$ cat src/hw/rtl/format_spec_parser_core_assert.svh
// Assertion shorthands: sampled on clk, off while rst_n is low.
`ifndef FORMAT_SPEC_PARSER_CORE_ASSERT_SVH
`define FORMAT_SPEC_PARSER_CORE_ASSERT_SVH

// Same-cycle implication.
`define FSP_ASSERT_NOW(label, ante, cons, msg) \
    label: assert property (@(posedge clk) disable iff (!rst_n) (ante) |-> (cons)) \
        else $error(msg);

// Next-cycle implication.
`define FSP_ASSERT_NEXT(label, ante, cons, msg) \
    label: assert property (@(posedge clk) disable iff (!rst_n) (ante) |=> (cons)) \
        else $error(msg);

`endif

$ cat src/hw/rtl/fsp_pkg.sv
`default_nettype none

package fsp_pkg;

    typedef logic [7:0] char_t;

    typedef enum logic [2:0] {
        PH_FLAGS = 3'd0,
        PH_WIDTH = 3'd1,
        PH_WDIG  = 3'd2,
        PH_WSTAR = 3'd3,
        PH_PREC  = 3'd4,
        PH_PDOT  = 3'd5,
        PH_PDIG  = 3'd6,
        PH_TYPE  = 3'd7
    } phase_t;

    typedef enum logic [3:0] {
        CONV_D   = 4'd0,
        CONV_S   = 4'd1,
        CONV_C   = 4'd2,
        CONV_PCT = 4'd3,
        CONV_I   = 4'd4,
        CONV_P   = 4'd5,
        CONV_X   = 4'd6,
        CONV_XU  = 4'd7,
        CONV_U   = 4'd8
    } conv_t;

    // ASCII codes
    localparam char_t CH_MINUS = 8'h2D;
    localparam char_t CH_ZERO  = 8'h30;
    localparam char_t CH_ONE   = 8'h31;
    localparam char_t CH_NINE  = 8'h39;
    localparam char_t CH_SPACE = 8'h20;
    localparam char_t CH_HASH  = 8'h23;
    localparam char_t CH_PLUS  = 8'h2B;
    localparam char_t CH_DOT   = 8'h2E;
    localparam char_t CH_STAR  = 8'h2A;
    localparam char_t CH_PCT   = 8'h25;
    localparam char_t CH_LC_D  = 8'h64;
    localparam char_t CH_LC_S  = 8'h73;
    localparam char_t CH_LC_C  = 8'h63;
    localparam char_t CH_LC_I  = 8'h69;
    localparam char_t CH_LC_P  = 8'h70;
    localparam char_t CH_LC_X  = 8'h78;
    localparam char_t CH_UC_X  = 8'h58;
    localparam char_t CH_LC_U  = 8'h75;

    // flag bit positions
    localparam int unsigned FLAG_MINUS = 0;
    localparam int unsigned FLAG_ZERO  = 1;
    localparam int unsigned FLAG_SPACE = 2;
    localparam int unsigned FLAG_HASH  = 3;
    localparam int unsigned FLAG_PLUS  = 4;
    localparam int unsigned FLAG_W     = 5;

    localparam int unsigned WIDTH_W = 31;
    localparam int unsigned PREC_W  = 32;

    localparam logic [WIDTH_W-1:0]       SAT_MAX   = '1;
    localparam logic signed [PREC_W-1:0] PREC_NONE = -32'sd1;

    typedef struct packed {
        phase_t                    phase;
        logic                      matched;
        logic [FLAG_W-1:0]         flags;
        logic [WIDTH_W-1:0]        width;
        logic signed [PREC_W-1:0]  prec;
    } spec_state_t;

    typedef struct packed {
        conv_t                     conv;
        logic signed [PREC_W-1:0]  prec;
        logic [WIDTH_W-1:0]        width;
        logic [FLAG_W-1:0]         flags;
    } spec_result_t;

    localparam spec_state_t STATE_RESET = '{
        phase:   PH_FLAGS,
        matched: 1'b0,
        flags:   '0,
        width:   '0,
        prec:    PREC_NONE
    };

    function automatic logic [FLAG_W-1:0] flag_of(char_t c);
        logic [FLAG_W-1:0] f;
        f = '0;
        unique case (c)
            CH_MINUS: f[FLAG_MINUS] = 1'b1;
            CH_ZERO:  f[FLAG_ZERO]  = 1'b1;
            CH_SPACE: f[FLAG_SPACE] = 1'b1;
            CH_HASH:  f[FLAG_HASH]  = 1'b1;
            CH_PLUS:  f[FLAG_PLUS]  = 1'b1;
            default:  f = '0;
        endcase
        return f;
    endfunction

    function automatic logic is_digit(char_t c);
        return (c >= CH_ZERO) && (c <= CH_NINE);
    endfunction

    function automatic logic is_lead_digit(char_t c);
        return (c >= CH_ONE) && (c <= CH_NINE);
    endfunction

    function automatic logic is_conv(char_t c);
        return (c == CH_LC_D) || (c == CH_LC_S) || (c == CH_LC_C) || (c == CH_PCT) ||
               (c == CH_LC_I) || (c == CH_LC_P) || (c == CH_LC_X) || (c == CH_UC_X) ||
               (c == CH_LC_U);
    endfunction

    function automatic conv_t conv_of(char_t c);
        conv_t cv;
        unique case (c)
            CH_LC_D: cv = CONV_D;
            CH_LC_S: cv = CONV_S;
            CH_LC_C: cv = CONV_C;
            CH_PCT:  cv = CONV_PCT;
            CH_LC_I: cv = CONV_I;
            CH_LC_P: cv = CONV_P;
            CH_LC_X: cv = CONV_X;
            CH_UC_X: cv = CONV_XU;
            CH_LC_U: cv = CONV_U;
            default: cv = CONV_D;
        endcase
        return cv;
    endfunction

    // digit value: low nibble of an ASCII decimal digit
    function automatic logic [3:0] digit_val(char_t c);
        return c[3:0];
    endfunction

    // v*10 + digit, saturating (v*10 as v<<3 + v<<1)
    function automatic logic [WIDTH_W-1:0] push_digit(logic [WIDTH_W-1:0] v, char_t c);
        logic [WIDTH_W+3:0] n;
        n = {1'b0, v, 3'b000} + {3'b000, v, 1'b0} + {{WIDTH_W{1'b0}}, digit_val(c)};
        return (n > {4'b0000, SAT_MAX}) ? SAT_MAX : n[WIDTH_W-1:0];
    endfunction

    // magnitude of a star width; most negative value saturates
    function automatic logic [WIDTH_W-1:0] star_width(logic signed [PREC_W-1:0] v);
        logic [PREC_W-1:0] inv;
        logic [PREC_W-1:0] mag;
        inv = ~v;
        mag = inv + 32'd1;
        if (!v[PREC_W-1])
            return v[WIDTH_W-1:0];
        else if (mag[PREC_W-1])
            return SAT_MAX;
        else
            return mag[WIDTH_W-1:0];
    endfunction

    // does the round, entered at this phase, consume the character?
    function automatic logic phase_takes(phase_t ph, char_t c);
        logic t;
        unique case (ph)
            PH_FLAGS: t = (flag_of(c) != '0) || is_lead_digit(c) || (c == CH_STAR) ||
                          (c == CH_DOT);
            PH_WIDTH: t = is_lead_digit(c) || (c == CH_STAR) || (c == CH_DOT);
            PH_WDIG:  t = is_digit(c) || (c == CH_STAR) || (c == CH_DOT);
            PH_WSTAR: t = (c == CH_STAR) || (c == CH_DOT);
            PH_PREC:  t = (c == CH_DOT);
            PH_PDOT:  t = (c == CH_STAR) || is_digit(c);
            PH_PDIG:  t = is_digit(c);
            PH_TYPE:  t = 1'b0;
            default:  t = 1'b0;
        endcase
        return t;
    endfunction

endpackage

`default_nettype wire

$ cat src/hw/rtl/fsp_step.sv
`default_nettype none

// One character through the round phases, including the one allowed restart.
module fsp_step (
    input  wire fsp_pkg::spec_state_t        cur,
    input  wire fsp_pkg::char_t              ch,
    input  wire logic signed [31:0]          star_value,
    output fsp_pkg::spec_state_t             nxt,
    output logic                             emit,
    output fsp_pkg::spec_result_t            res
);

    fsp_pkg::phase_t                    p_eff;
    fsp_pkg::phase_t                    phase_next;
    logic                               restart;
    logic                               pdot_fall;
    logic                               hit;
    logic                               star_c;
    logic                               dot_c;
    logic                               dig_c;
    logic                               lead_c;
    logic [fsp_pkg::FLAG_W-1:0]         flag_c;
    logic                               h_flag;
    logic                               h_wnz;
    logic                               h_wdig;
    logic                               h_wstar;
    logic                               h_dot;
    logic                               h_pstar;
    logic                               h_pfirst;
    logic                               h_pdig;
    logic                               matched_next;
    logic [fsp_pkg::FLAG_W-1:0]         flags_next;
    logic [fsp_pkg::WIDTH_W-1:0]        width_next;
    logic signed [fsp_pkg::PREC_W-1:0]  prec_next;
    logic signed [fsp_pkg::PREC_W-1:0]  prec_cur;

    assign star_c = (ch == fsp_pkg::CH_STAR);
    assign dot_c  = (ch == fsp_pkg::CH_DOT);
    assign dig_c  = fsp_pkg::is_digit(ch);
    assign lead_c = fsp_pkg::is_lead_digit(ch);
    assign flag_c = fsp_pkg::flag_of(ch);

    // a dot with neither star nor digits means precision zero
    assign pdot_fall = (cur.phase == fsp_pkg::PH_PDOT) && !star_c && !dig_c;
    assign prec_cur  = pdot_fall ? '0 : cur.prec;

    // unmatched conversion slot after a productive round: rerun from flags once
    assign restart = !fsp_pkg::phase_takes(cur.phase, ch) && !fsp_pkg::is_conv(ch) &&
                     cur.matched;
    assign p_eff   = restart ? fsp_pkg::PH_FLAGS : cur.phase;

    assign h_flag   = (p_eff == fsp_pkg::PH_FLAGS) && (flag_c != '0);
    assign h_wnz    = ((p_eff == fsp_pkg::PH_FLAGS) || (p_eff == fsp_pkg::PH_WIDTH)) && lead_c;
    assign h_wdig   = (p_eff == fsp_pkg::PH_WDIG) && dig_c;
    assign h_wstar  = ((p_eff == fsp_pkg::PH_FLAGS) || (p_eff == fsp_pkg::PH_WIDTH) ||
                       (p_eff == fsp_pkg::PH_WDIG)  || (p_eff == fsp_pkg::PH_WSTAR)) && star_c;
    assign h_dot    = ((p_eff == fsp_pkg::PH_FLAGS) || (p_eff == fsp_pkg::PH_WIDTH) ||
                       (p_eff == fsp_pkg::PH_WDIG)  || (p_eff == fsp_pkg::PH_WSTAR) ||
                       (p_eff == fsp_pkg::PH_PREC)) && dot_c;
    assign h_pstar  = (p_eff == fsp_pkg::PH_PDOT) && star_c;
    assign h_pfirst = (p_eff == fsp_pkg::PH_PDOT) && dig_c;
    assign h_pdig   = (p_eff == fsp_pkg::PH_PDIG) && dig_c;

    assign hit = h_flag | h_wnz | h_wdig | h_wstar | h_dot | h_pstar | h_pfirst | h_pdig;

    // next phase
    always_comb
    begin
        unique if (h_flag)
            phase_next = fsp_pkg::PH_WIDTH;
        else if (h_wnz || h_wdig || h_pfirst || h_pdig)
            phase_next = (h_pfirst || h_pdig) ? fsp_pkg::PH_PDIG : fsp_pkg::PH_WDIG;
        else if (h_wstar)
            phase_next = fsp_pkg::PH_PREC;
        else if (h_dot)
            phase_next = fsp_pkg::PH_PDOT;
        else if (h_pstar)
            phase_next = fsp_pkg::PH_TYPE;
        else
            phase_next = fsp_pkg::PH_FLAGS;
    end

    // outputs: result and datapath updates
    always_comb
    begin
        emit = !hit && fsp_pkg::is_conv(ch);

        res.conv  = fsp_pkg::conv_of(ch);
        res.prec  = prec_cur;
        res.width = cur.width;
        res.flags = cur.flags;

        flags_next   = cur.flags;
        width_next   = cur.width;
        prec_next    = prec_cur;
        matched_next = 1'b0;

        if (emit)
        begin
            flags_next = fsp_pkg::STATE_RESET.flags;
            width_next = fsp_pkg::STATE_RESET.width;
            prec_next  = fsp_pkg::STATE_RESET.prec;
        end
        else
        begin
            if (h_flag || h_wnz || h_wstar || h_dot)
                matched_next = 1'b1;
            else if (hit)
                matched_next = cur.matched;

            if (h_flag)
                flags_next = cur.flags | flag_c;
            if (h_wnz)
                width_next = {{(fsp_pkg::WIDTH_W-4){1'b0}}, fsp_pkg::digit_val(ch)};
            if (h_wdig)
                width_next = fsp_pkg::push_digit(cur.width, ch);
            if (h_wstar)
            begin
                width_next = fsp_pkg::star_width(star_value);
                if (star_value[31])
                    flags_next[fsp_pkg::FLAG_MINUS] = 1'b1;
            end
            if (h_pstar)
                prec_next = (star_value < fsp_pkg::PREC_NONE) ? fsp_pkg::PREC_NONE : star_value;
            if (h_pfirst)
                prec_next = {{(fsp_pkg::PREC_W-4){1'b0}}, fsp_pkg::digit_val(ch)};
            if (h_pdig)
                prec_next = {1'b0, fsp_pkg::push_digit(cur.prec[fsp_pkg::WIDTH_W-1:0], ch)};
        end
    end

    assign nxt.phase   = phase_next;
    assign nxt.matched = matched_next;
    assign nxt.flags   = flags_next;
    assign nxt.width   = width_next;
    assign nxt.prec    = prec_next;

endmodule

`default_nettype wire

$ cat src/hw/rtl/fsp_out_reg.sv
`default_nettype none

// Result register on the master side.
module fsp_out_reg (
    input  wire                          clk,
    input  wire                          rst_n,
    input  wire                          load,
    input  wire fsp_pkg::spec_result_t   res,
    output logic                         free,
    output logic                         m_tvalid,
    input  wire                          m_tready,
    output logic [71:0]                  m_tdata
);

    logic                   valid_reg;
    logic                   valid_next;
    fsp_pkg::spec_result_t  data_reg;

    assign free       = !valid_reg || m_tready;
    assign valid_next = load || (valid_reg && !m_tready);

    always_ff @(posedge clk or negedge rst_n)
    begin
        if (!rst_n)
            valid_reg <= 1'b0;
        else
            valid_reg <= valid_next;
    end

    always_ff @(posedge clk)
    begin
        if (load)
            data_reg <= res;
    end

    assign m_tvalid = valid_reg;
    assign m_tdata  = data_reg;

endmodule

`default_nettype wire

$ cat src/hw/rtl/format_spec_parser_core.sv
// The beat carrying the conversion character is registered in the input register and then in
//   the result register, whose valid drives m_tvalid.
// Throughput: one character beat per cycle while no result is held back. A
//   conversion character waits in the input register while a result beat is unaccepted.
// Reset (rst_n low, asynchronous): both stage valids clear and the parser returns to
//   the flags phase with no flags, zero width and no precision.
`default_nettype none
`include "format_spec_parser_core_assert.svh"

module format_spec_parser_core (
    input  wire          clk,
    input  wire          rst_n,
    // input channel: one format character per beat
    input  wire          s_tvalid,
    output logic         s_tready,
    input  wire  [39:0]  s_tdata,   // [7:0] ch, [39:8] star_value
    // result channel: one parsed specifier per beat
    output logic         m_tvalid,
    input  wire          m_tready,
    output logic [71:0]  m_tdata    // [0] left_align, [1] zero_pad, [2] space_sign,
                                    // [3] alt_form, [4] plus_sign, [35:5] field_width,
                                    // [67:36] precision_out, [71:68] conversion
);

    // input register stage
    logic                   s1_valid_reg;
    logic                   s1_valid_next;
    fsp_pkg::char_t         s1_ch_reg;
    logic signed [31:0]     s1_star_reg;
    logic                   s1_fire;
    logic                   s_accept;

    // parser state
    fsp_pkg::spec_state_t   st_reg;
    fsp_pkg::spec_state_t   st_next;
    fsp_pkg::spec_state_t   st_step;

    logic                   emit;
    logic                   out_free;
    fsp_pkg::spec_result_t  res;

    // a staged character retires unless it produces a result that cannot land
    assign s1_fire       = s1_valid_reg && (!emit || out_free);
    assign s_tready      = !s1_valid_reg || s1_fire;
    assign s_accept      = s_tvalid && s_tready;
    assign s1_valid_next = s_accept || (s1_valid_reg && !s1_fire);

    always_ff @(posedge clk or negedge rst_n)
    begin
        if (!rst_n)
            s1_valid_reg <= 1'b0;
        else
            s1_valid_reg <= s1_valid_next;
    end

    always_ff @(posedge clk)
    begin
        if (s_accept)
        begin
            s1_ch_reg   <= s_tdata[7:0];
            s1_star_reg <= s_tdata[39:8];
        end
    end

    fsp_step u_step (
        .cur        (st_reg),
        .ch         (s1_ch_reg),
        .star_value (s1_star_reg),
        .nxt        (st_step),
        .emit       (emit),
        .res        (res)
    );

    // state advances only when the staged character retires
    assign st_next = s1_fire ? st_step : st_reg;

    always_ff @(posedge clk or negedge rst_n)
    begin
        if (!rst_n)
            st_reg <= fsp_pkg::STATE_RESET;
        else
            st_reg <= st_next;
    end

    fsp_out_reg u_out (
        .clk      (clk),
        .rst_n    (rst_n),
        .load     (s1_fire && emit),
        .res      (res),
        .free     (out_free),
        .m_tvalid (m_tvalid),
        .m_tready (m_tready),
        .m_tdata  (m_tdata)
    );

    // a delivered specifier leaves the parser clean for the next one
    `FSP_ASSERT_NEXT(a_clear_after_emit, s1_fire && emit, st_reg == fsp_pkg::STATE_RESET, "state not cleared after conversion")
    // an emitted specifier is always presented on the next cycle
    `FSP_ASSERT_NEXT(a_emit_lands, s1_fire && emit, m_tvalid, "result beat lost")
    // precision never drops below the "none" marker
    `FSP_ASSERT_NOW(a_prec_floor, st_reg.prec[31], st_reg.prec == fsp_pkg::PREC_NONE, "precision below -1")
    // width digits always start from a nonzero lead digit
    `FSP_ASSERT_NOW(a_wdig_nonzero, st_reg.phase == fsp_pkg::PH_WDIG, st_reg.width != '0, "zero width in digit phase")

endmodule

`default_nettype wire
$ cat config.mk
export PLATFORM = sky130hd
export DESIGN_NAME = format_spec_parser_core
export DESIGN_NICKNAME = d
export VERILOG_FILES = /design/src/hw/rtl/fsp_pkg.sv /design/src/hw/rtl/fsp_step.sv /design/src/hw/rtl/fsp_out_reg.sv /design/src/hw/rtl/format_spec_parser_core.sv
export VERILOG_INCLUDE_DIRS = /design/src /design/src/hw/rtl
export SDC_FILE = /design/constraint.sdc
export NUM_CORES = 1
export LEC_CHECK = 0
export ABC_AREA = 1
export BUFFER_PORTS_ARGS = -buffer_cell sky130_fd_sc_hd__buf_2
export CAP_MARGIN = 40
export CORE_MARGIN = 2
export CORE_UTILIZATION = 62
export CTS_CLUSTER_DIAMETER = 40
export DETAILED_ROUTE_END_ITERATION = 10
export HOLD_SLACK_MARGIN = 0.08
export PLACE_DENSITY = 0.82
export SLEW_MARGIN = 40
export SYNTH_ARGS = -nofsm -noshare
export SYNTH_HDL_FRONTEND = slang
export SYNTH_SLANG_ARGS = --single-unit
$ cat constraint.sdc
create_clock -name clk -period 4.3 [get_ports clk]
set_clock_uncertainty 0.1 [all_clocks]
set_input_delay 1.29 -clock clk [delete_from_list [all_inputs] [get_ports clk]]
set_output_delay 1.29 -clock clk [all_outputs]
set_load 0.02 [all_outputs]
==> impl_metrics.csv <==
group,metric,value,unit
floorplanning,std_cell_rows,55,
sta,max_freq,260,MHz
cells_and_area,final_common_cell,"nand2_1",
power,pwr-share-comb,50.5,%
global_routing,overflow,0,
floorplanning,dieHeight,156,µm
logic_synthesis,yosysUniqueCellTypes,45,
hold_path,worst_hold_startpoint,"st_reg[66]$_DFFE_PN0P_",
logic_synthesis,synth_fp_nets,2153,
routing,ant_nets,0,
clock_tree,clock_sinks,186,
clock_tree,insertion_delay,0.44,ns
routing,post_drt_wl_per_cell,16.5,µm
worst_setup_path,start_kind,"flop",
cells_and_area,antenna_cells_inserted,0,
floorplanning,io_pins,118,
logic_synthesis,ys.flop_type,"edfxtp_1",
power,p_sw,3.49,mW
placed_design,finalWeightedCongestion,0.956,
sta,slew_viol_final,0,
routing,drt-vias-per-instance,5.72,
global_routing,grt.busiest_layer,"met2",
power,ir_drop,0.703,mV
sta,tightest_slew,0.626,ns
cells_and_area,area_growth,10.1,%
worst_setup_path,r2r_setup_slack,0.45,ns
routing,dr.pass1.iters,6,
flow_run,maxCapViolations,0,
routing,drc,0,
power,clockPowerShare,20.5,%
power,p_seq_share,29.0,%
logic_synthesis,netlist_area,14300,µm²
cells_and_area,final_layout_size_suffix_gt1_share,10.9,%
sta,worst_slack,0.447,ns
worst_setup_path,regToRegStartpoint,"s1_ch_reg[3]$_DFFE_PP_",
cells_and_area,nets,2257,
clock_tree,clk_pin_slew,0.09,ns
logic_synthesis,synth_seq_cells,186,
global_routing,antenna_found_initial,0,
placed_design,dp_hpwl,30200,µm
sta,final-hold-violation-count,0,
worst_setup_path,r2r_end,"st_reg[23]$_DFFE_PN1P_",
clock_tree,cts-root-buf,"clkbuf_16",
floorplanning,die_x,156,µm
sta,period_share,89.6,%
placed_design,pre_cts_ws,0.519,ns
sta,slew_headroom,58.2,%
power,sw_frac_of_total,44.9,%
global_routing,grt_max_degree,73,
power,total_leakage_power,7.98,nW
clock_tree,tritoncts,"built",
floorplanning,coreArea,22600,µm²
placed_design,port_buffers,117,
logic_synthesis,ys_seq_area_share,36.8,%
worst_setup_path,critical_path_class,"flop to flop",
run_status,status,"complete, no violations",
logic_synthesis,synth_edf_count,112,
clock_tree,cts_resized,0,
worst_setup_path,cp-end-kind,"flop",
cells_and_area,design_area,15700,µm²
sta,rsz0062_at_grt,"no",
clock_tree,ctsHoldBuffers,0,
routing,dr_total_vias,13600,
cells_and_area,final_cell_mix,"nand2_1 (640), inv_1 (242), nor2_1 (214)",
hold_path,hold_end,"u_out.m_tdata[3]$_DFFE_PP_",
hold_path,min_path_type,"flop to flop",
routing,wl,39200,µm
global_routing,grt_use_met1,44.4,%
hold_path,holdPathStages,0,
sta,setup-tns-final,0,ns
placed_design,placed_cell_area,15100,µm²
logic_synthesis,yosys_warnings,0,
clock_tree,htree_levels,4,
logic_synthesis,async_flop_share,39.8,%
worst_setup_path,cp.arrival,4.12,ns
global_routing,grt_first_pass_wirelength,64000,µm
sta,fin_crit,3.85,ns
worst_setup_path,required,4.57,ns
clock_tree,max-clock-path-buffers,2,
sta,setup_viol,0,
logic_synthesis,syn_inst,1980,
floorplanning,die_area,24300,µm²
worst_setup_path,ff2ff_path_depth,20,
floorplanning,start_util,63.0,%
routing,drtIter0Drc,1433,
logic_synthesis,synth_area_per_cell,7.21,µm²
clock_tree,cts_buffers,17,
global_routing,grt_use_met2,54.7,%
global_routing,use_met3,4.97,%
power,power_density,494,nW/µm²
global_routing,grt_pass1_vias,13100,
global_routing,grt_usage,32.9,%
power,intPower,4.28,mW
clock_tree,cts_setup_buffers,0,
worst_setup_path,crit_path_max_fanout,31,
-- worst max path at each step --
| stage | from | endpoint | slack [ns] | depth (start not counted) |
|---|---|---|---|---|
| 6_report | s1_ch_reg[3]$_DFFE_PP_ | st_reg[23]$_DFFE_PN1P_ | 0.45 | 20 |
| 3_3_place_gp | s1_ch_reg[3]$_DFFE_PP_ | st_reg[4]$_DFFE_PN1P_ | 0.68 | 20 |
| 2_1_floorplan | m_tready | u_out.m_tdata[0]$_DFFE_PP_ | 0.58 | 6 |
| 5_1_grt | s1_ch_reg[3]$_DFFE_PP_ | st_reg[12]$_DFFE_PN1P_ | 0.10 | 20 |
| 4_1_cts | s1_ch_reg[3]$_DFFE_PP_ | st_reg[23]$_DFFE_PN1P_ | 0.47 | 20 |
| 3_5_place_dp | s1_ch_reg[3]$_DFFE_PP_ | st_reg[12]$_DFFE_PN1P_ | 0.52 | 20 |
-- cell usage after synthesis (29+ instances only) --
master	instances	area [µm²]
a21oi_1	119	596
dfrtp_1	42	1050
dfstp_2	32	841
edfxtp_1	112	3360
ha_1	125	1560
inv_1	243	912
nand2_1	640	2400
nand3_1	122	611
nand4_1	31	194
nor2_1	215	807
o21ai_0	57	285
o21ai_1	34	170
xor2_1	29	254
-- cells by family after synthesis --
family	after synthesis	synth area share, %
and+or+nand+nor	1076	31.2
buffers and inverters	297	8.26
AOI/OAI and AO/OA	246	9.35
DFF	186	36.8
adders and majority gates	129	11.5
xor gates and xnor gates	46	2.82
-- power groups by stage --
stage / Sequential (mW) / Combinational (mW) / Clock [mW]
floorplan: 2.24 / 2.94 / 0
CTS: 2.24 / 3.87 / 1.60
finish: 2.25 / 3.92 / 1.59
global route: 2.27 / 4.43 / 1.66
detailed placement: 2.28 / 3.84 / 0
global placement: 2.27 / 3.76 / 0
-- worst max-delay path: stages (launching register included) --
cell and delay, ns:
edfxtp_1 0.61, fa_1 0.64, inv_1 0.06, fa_1 0.41, inv_1 0.08, nand2_1 0.06, o21ai_1 0.23, nand2_1 0.08
nand2_1 0.13, nand2_1 0.07, nand2_1 0.18, nand2_1 0.10, nand2_1 0.08, nand2_1 0.04, nand2_1 0.05, nand2_1 0.04
nor2_1 0.08, buf_4 0.34, nand2_1 0.11, a21oi_1 0.18, nor2_1 0.07
-- layer usage --
metal  vias up  share of wire, %  routed length [µm]
met2       615                46               18100
met4         2               2.6                1020
met1      6238                43               16800
li1       6671                 -                   -
met3        93               8.1                3180
met5         -              0.17                  67
-- per-stage QoR --
stage	total power [mW]	hold slack [ns]	util [%]	cells
after floorplan	5.18	0.325	-	1980
after global placement	6.03	0.335	66.8	2350
after detailed placement	6.12	0.337	66.8	2350
after CTS	7.72	0.358	69.4	2382
after global routing	8.36	0.378	69.4	2382
final	7.76	0.359	69.4	2382
-- area by class of cell --
type | count | area (µm²)
timing repair buffer | 131 | 718
fill | 1926 | 6930
multi-input combinational | 1497 | 7850
clock inverter | 14 | 150
sequential | 186 | 5260
tap | 285 | 357
clock buffer | 18 | 439
inverter | 251 | 942
No activity file was read; power rests on OpenSTA's default activity.
